--- src/htw_pkg.sv ---
`default_nettype none

package htw_pkg;

    localparam int NUM_BUCKETS = 256;
    localparam int BKT_W       = 8;
    localparam int MAX_TIMERS  = 32;
    localparam int IDX_W       = 5;
    localparam int CNT_W       = 6;
    localparam int TIME_W      = 53;
    localparam int ID_W        = 32;
    localparam int RND_W       = 32;
    localparam int BLEN_W      = 20;
    localparam int DIST_W      = BKT_W + 1;
    localparam int KEY_W       = RND_W + BKT_W + 1;

    typedef enum logic [1:0] {
        OP_SCHEDULE = 2'd0,
        OP_CANCEL   = 2'd1,
        OP_ADVANCE  = 2'd2,
        OP_NONE     = 2'd3
    } op_t;

    typedef enum logic [1:0] {
        KIND_SCHEDULE = 2'd0,
        KIND_CANCEL   = 2'd1,
        KIND_FIRED    = 2'd2,
        KIND_DONE     = 2'd3
    } kind_t;

    typedef struct packed {
        logic [ID_W-1:0]  ident;
        logic [BKT_W-1:0] bucket;
        logic [RND_W-1:0] rounds;
    } slot_t;

endpackage

`default_nettype wire

--- src/htw_div.sv ---
`default_nettype none

// Restoring divider, one quotient bit per cycle.
module htw_div
    import htw_pkg::*;
(
    input  wire logic              aclk,
    input  wire logic              aresetn,
    input  wire logic              start,
    input  wire logic [TIME_W-1:0] dividend,
    input  wire logic [BLEN_W-1:0] divisor,
    output logic                   done,
    output logic [TIME_W-1:0]      quot,
    output logic [BLEN_W-1:0]      rem
);

    localparam int STEP_W = $clog2(TIME_W + 1);

    logic [TIME_W-1:0] quot_reg, quot_next;
    logic [BLEN_W:0]   rem_reg, rem_next;
    logic [BLEN_W-1:0] dsr_reg, dsr_next;
    logic [STEP_W-1:0] step_reg, step_next;
    logic              busy_reg, busy_next;
    logic              done_reg, done_next;
    logic [BLEN_W:0]   trial;
    logic [BLEN_W+1:0] diff;

    // Shift the dividend out at the top and the quotient in at the bottom.
    always_comb begin
        quot_next = quot_reg;
        rem_next  = rem_reg;
        dsr_next  = dsr_reg;
        step_next = step_reg;
        busy_next = busy_reg;
        done_next = 1'b0;
        trial     = {rem_reg[BLEN_W-1:0], quot_reg[TIME_W-1]};
        diff      = {1'b0, trial} - {2'b00, dsr_reg};
        if (start) begin
            quot_next = dividend;
            rem_next  = '0;
            dsr_next  = divisor;
            step_next = '0;
            busy_next = 1'b1;
        end else if (busy_reg) begin
            if (!diff[BLEN_W+1]) begin
                rem_next  = diff[BLEN_W:0];
                quot_next = {quot_reg[TIME_W-2:0], 1'b1};
            end else begin
                rem_next  = trial;
                quot_next = {quot_reg[TIME_W-2:0], 1'b0};
            end
            step_next = step_reg + 1'b1;
            if (step_reg == STEP_W'(TIME_W - 1)) begin
                busy_next = 1'b0;
                done_next = 1'b1;
            end
        end
    end

    always_ff @(posedge aclk) begin
        if (!aresetn) begin
            busy_reg <= 1'b0;
            done_reg <= 1'b0;
        end else begin
            busy_reg <= busy_next;
            done_reg <= done_next;
        end
        quot_reg <= quot_next;
        rem_reg  <= rem_next;
        dsr_reg  <= dsr_next;
        step_reg <= step_next;
    end

    assign done = done_reg;
    assign quot = quot_reg;
    assign rem  = rem_reg[BLEN_W-1:0];

endmodule

`default_nettype wire

--- config.mk ---
export PLATFORM = sky130hd
export DESIGN_NAME = htw_div
export DESIGN_NICKNAME = d
export VERILOG_FILES = /design/src/htw_pkg.sv /design/src/htw_div.sv
export SDC_FILE = /design/constraint.sdc
export NUM_CORES = 1
export LEC_CHECK = 0
export BUFFER_PORTS_ARGS = -buffer_cell sky130_fd_sc_hd__buf_2
export CORE_MARGIN = 3
export CORE_UTILIZATION = 45
export DETAILED_ROUTE_END_ITERATION = 10
export GPL_TIMING_DRIVEN = 0
export PLACE_DENSITY = 0.79
export SYNTH_ARGS = -nofsm -noshare
export SYNTH_HDL_FRONTEND = slang
export SYNTH_SLANG_ARGS = --single-unit
--- constraint.sdc ---
create_clock -name aclk -period 4 [get_ports aclk]
set_input_delay 1.2 -clock aclk [delete_from_list [all_inputs] [get_ports aclk]]
set_output_delay 1.2 -clock aclk [all_outputs]
set_load 0.005 [all_outputs]
==> metrics list <==
- The analysis attributes to cell leakage a power of approximately 2.8 nW.
- Final net count: between 700 and 800
* Die Area: about 13000 um2
- In this run, placement finished with an instance count of about 750.
* Worst-path cell chain: buf_2, clkbuf_1, clkbuf_1, buf_1, mux2_2
- The core region is ~11000 um2.
- Before antenna repair, the detailed router went through 4 iterations.
- Among the stages of the critical path, the cell type that occurs most often is sky130_fd_sc_hd__clkbuf_1.
- Data required time at the worst endpoint: 4.11 ns
* Distinct cell type count after synthesis: 50
- Across every metal layer, demand over resource in global routing totals 0.2108.
- The number of nets in the synthesized netlist is 555.
* Post-Synthesis Cells: around 460
- Number of sinks on the clock net: between 100 and 150
- Measured in cells, the most critical reg-to-reg path has a length of 10.
- Compared with the post-synthesis result, the final layout area differs by 24.00%.
* Number of synthesis warnings: 0
- Counting buffers and inverters, the worst setup path is 5 cells deep.
- STA puts the critical path data arrival time at ~3.5 ns.
- The die is approximately 110 um wide.
* Post-detailed-placement half-perimeter wirelength: just over 10 mm
* Post-synthesis async set-or-reset flop share: 0
- The internal portion of the total power is roughly 1.9 mW.
- Subtracting the final worst setup slack from the clock period gives 3.374 ns.
* Number of instances resized during post-cts repair: 0
- The share of total power dissipated in sequential elements is 0.497.
* Initial Utilization: 0.4687
- Antenna violations before repair: 0
* Pwr Total: about 2.6 mW
* Slowest stage cell on the critical path: sky130_fd_sc_hd__buf_1
- Dividing the detail-routed wire length by the instance count gives approximately 17 um.
- First-pass GRT wire length: 21.22 mm
* Floorplan die height: between 100 and 150 um
- CTS Buffer Depth: 2
* Max stage delay on crit path: 0.52 ns
* Post-route antenna net violation count: 0
* Worst-case vdd ir drop: 395.5 uV
- GP Congestion: a little over 0.9
- Gr ovfl total: 0
- Number of cells in the finished layout apart from fillers: approximately 760
- Cell Pwr Density: 397.4 nW/um2
- Clock Skews: 0.01311 ns
- The number of buffers and inverters on the critical path is 4.
- Setup repair after global routing left no endpoint under its margin.
- Port buffering added 149 buffers.
* Maximum number of pins on one net before global-route repair: 44
- Measured slew at the worst slew-check pin: approximately 0.60 ns
- Leading register cell type out of synthesis: sky130_fd_sc_hd__edfxtp_1
- The min-delay analysis places its worst path in the category flip-flop to flip-flop.
- Share of layout cells above drive strength 1: 0.3666
- TritonCTS created 9 clock buffers.
* Number of H-tree branching levels: 3
- Number of slew-limit violations in the final report: 0
- Rows: 38
* Vias per std cell: 5.467
- In this run the post-CTS setup repair buffer count came out at 0.
- STA classifies the critical path startpoint as a primary input.
- Root buffer selected by CTS: sky130_fd_sc_hd__clkbuf_16
* Fraction of the cycle the final worst path needs: 0.8435
- Status: completed
- Synth area leader: sky130_fd_sc_hd__edfxtp_1
- Final hold violation count: 0
- Utilization of the core after routing: 0.5812
- The worst pin sits at a relative slew slack of 0.6024.
- Top delay family on crit path: buffers and inverters
- Clock insertion delay at the later pin of the skew report: around 0.36 ns
- In this run the worst path has a maximum fanout of 21.
* Via count of the first global-routing pass: 4288
- The number of antenna diodes in the final layout is 0.
* Max FFs per register: between 50 and 60
- Part of the power in the clock network: 0.353
- Setup violations remaining at the end of the flow were counted as 0.
- Of the total power, combinational logic draws 0.150.
- After detailed routing, the number of remaining DRC violations is 0.
* Net switching power figure: 0.6544 mW
- Clock tree from TritonCTS: done
- Main area contributors after synthesis: sky130_fd_sc_hd__edfxtp_1 42%, sky130_fd_sc_hd__mux2_2 11%, sky130_fd_sc_hd__dfxtp_1 11%
- Buffers inserted to repair hold after CTS numbered 0.
* WHS: slightly above 0.5 ns
- Counting flops with a built-in enable in the synthesized netlist gives 73.
- Max cap viols: 0
- Maximum clock frequency: 0.2964 GHz
- After the first detailed-routing iteration, the DRC count stood at approximately 190.
- Total I/O pin count: 150
- Along the worst hold path, the cell count comes to 2.
- Proportion of synthesized chip area in sequential cells: 0.5301
- Kind of critical path: primary input to flip-flop
- Total number of vias: approximately 4200
* Filler Cells Inserted: roughly 930
* Clock edge transition at the registers on the reported setup and hold paths: about 0.070 ns
* Register bit total from synthesis: just over 100
- Mean instance size in the synthesized netlist: between 10 and 15 um2
- STA classifies the critical path endpoint as a flip-flop.
- Area fraction of the dominant cell type after synthesis: 0.4222
- Proportion of total power due to net switching: 0.2558
- Netlist area before placement: between 5000 and 6000 um2
- The routed design has about 13 mm of wire.
per-layer routing:
metal / GRT usage / vias to the layer above / part of all wire
li1: - / 2009 / -
met1: 0.2381 / 1967 / 0.38
met2: 0.3633 / 170 / 0.50
met3: 0.08541 / 20 / 0.10
met4: 0.07051 / 0 / 0.017
met5: 0 / - / 0
worst min-delay path: stages, from the launching register on:
cell and delay, ns:
sky130_fd_sc_hd__dfxtp_1 0.32, sky130_fd_sc_hd__o21ai_0 0.07, sky130_fd_sc_hd__a21oi_1 0.06
area by class of cell:
type,instances,area (um2),share of cell area
sequential,101,2753,0.4275
multi-input combinational,306,2232,0.3467
timing repair buffer,150,765.7,0.1189
clock buffer,10,229.0,0.03556
tap,140,175.2,0.02721
buffer,22,106.4,0.01652
inverter,27,101.3,0.01574
clock inverter,6,76.32,0.01185
kinds of logic after synthesis:
kind of cell,synth area share
buf+inv,0.04000
mux,0.1265
compound gates,0.1193
simple gates,0.1036
flops,0.5301
fa+ha+maj,0.05687
xor+xnor,0.02361
path summary, 6_finish.rpt:
check                    from           to  slack (ns)
hold / removal    step_reg[5]  step_reg[5]        0.50
hold reg to reg   step_reg[5]  step_reg[5]        0.50
setup / recovery        start     quot[49]        0.63
setup reg to reg     quot[52]  rem_reg[10]        1.30
cells in the final DEF, fill, tap and decap left out, types with 5 or more instances in the layout:
master                      synthesis  final
sky130_fd_sc_hd__mux2i_1            6      6
sky130_fd_sc_hd__xnor2_1            5      5
sky130_fd_sc_hd__nand4_1            6      6
sky130_fd_sc_hd__ha_1              22     22
sky130_fd_sc_hd__nand2b_1           5      5
sky130_fd_sc_hd__clkbuf_16          0      9
sky130_fd_sc_hd__dfxtp_1           28     28
sky130_fd_sc_hd__clkbuf_1          14     15
sky130_fd_sc_hd__o21ai_0           17     17
sky130_fd_sc_hd__edfxtp_1          73     73
sky130_fd_sc_hd__inv_1             27     26
sky130_fd_sc_hd__buf_2              4    153
sky130_fd_sc_hd__a311oi_1           5      5
sky130_fd_sc_hd__a32oi_1            5      5
sky130_fd_sc_hd__nor2b_1            6      6
sky130_fd_sc_hd__nor3_1             5      5
sky130_fd_sc_hd__nor2_1            24     24
sky130_fd_sc_hd__a21o_1             7      7
sky130_fd_sc_hd__o21ai_1            5      5
sky130_fd_sc_hd__nand2_1           41     41
sky130_fd_sc_hd__xor2_1             9      9
sky130_fd_sc_hd__mux2_2            53     53
sky130_fd_sc_hd__a211oi_1           5      5
sky130_fd_sc_hd__nand3_1           11     11
sky130_fd_sc_hd__a21oi_1           30     30
power groups by stage:
stage | Sequential (mW) | Clock (mW) | Combinational (mW)
3_3_place_gp | 1.29 | 0 | 0.367
4_1_cts | 1.27 | 0.924 | 0.385
6_report | 1.27 | 0.904 | 0.384
5_1_grt | 1.28 | 0.964 | 0.427
2_1_floorplan | 1.29 | 0 | 0.216
3_5_place_dp | 1.29 | 0 | 0.384
metrics by stage:
stage | setup slack (ns) | area (um2) | TNS (ns)
6_report | 0.6260 | 6439 | 0
5_1_grt | 0.5053 | 6439 | 0
4_1_cts | 0.6046 | 6439 | 0
3_5_place_dp | 0.2077 | 6133 | 0
3_3_place_gp | -0.5719 | 6113 | -30.17
2_1_floorplan | 0.8109 | 5192 | 0
cells in the mapped netlist, types with 2 or more instances:
library cell and n:
sky130_fd_sc_hd__and4_1 3, sky130_fd_sc_hd__mux2_2 53, sky130_fd_sc_hd__edfxtp_1 73, sky130_fd_sc_hd__o211ai_1 3, sky130_fd_sc_hd__dfxtp_1 28, sky130_fd_sc_hd__nor2b_1 6, sky130_fd_sc_hd__nand4_1 6, sky130_fd_sc_hd__nand2b_1 5
sky130_fd_sc_hd__a21boi_0 2, sky130_fd_sc_hd__nand2_1 41, sky130_fd_sc_hd__xnor2_1 5, sky130_fd_sc_hd__o21ai_0 17, sky130_fd_sc_hd__o21bai_1 2, sky130_fd_sc_hd__a211oi_1 5, sky130_fd_sc_hd__o31ai_1 2, sky130_fd_sc_hd__o21ai_1 5
sky130_fd_sc_hd__and2_1 2, sky130_fd_sc_hd__a21o_1 7, sky130_fd_sc_hd__buf_6 2, sky130_fd_sc_hd__a32oi_1 5, sky130_fd_sc_hd__clkbuf_1 14, sky130_fd_sc_hd__and3_1 2, sky130_fd_sc_hd__inv_1 27, sky130_fd_sc_hd__a21oi_1 30
sky130_fd_sc_hd__nor3_1 5, sky130_fd_sc_hd__a31o_2 2, sky130_fd_sc_hd__nor2_1 24, sky130_fd_sc_hd__a22o_1 3, sky130_fd_sc_hd__ha_1 22, sky130_fd_sc_hd__nand3_1 11, sky130_fd_sc_hd__a311oi_1 5, sky130_fd_sc_hd__mux2i_1 6
sky130_fd_sc_hd__xor2_1 9, sky130_fd_sc_hd__buf_2 4, sky130_fd_sc_hd__or3_1 3, sky130_fd_sc_hd__a31oi_1 3
Note: power is estimated with default switching activity, not from simulation.
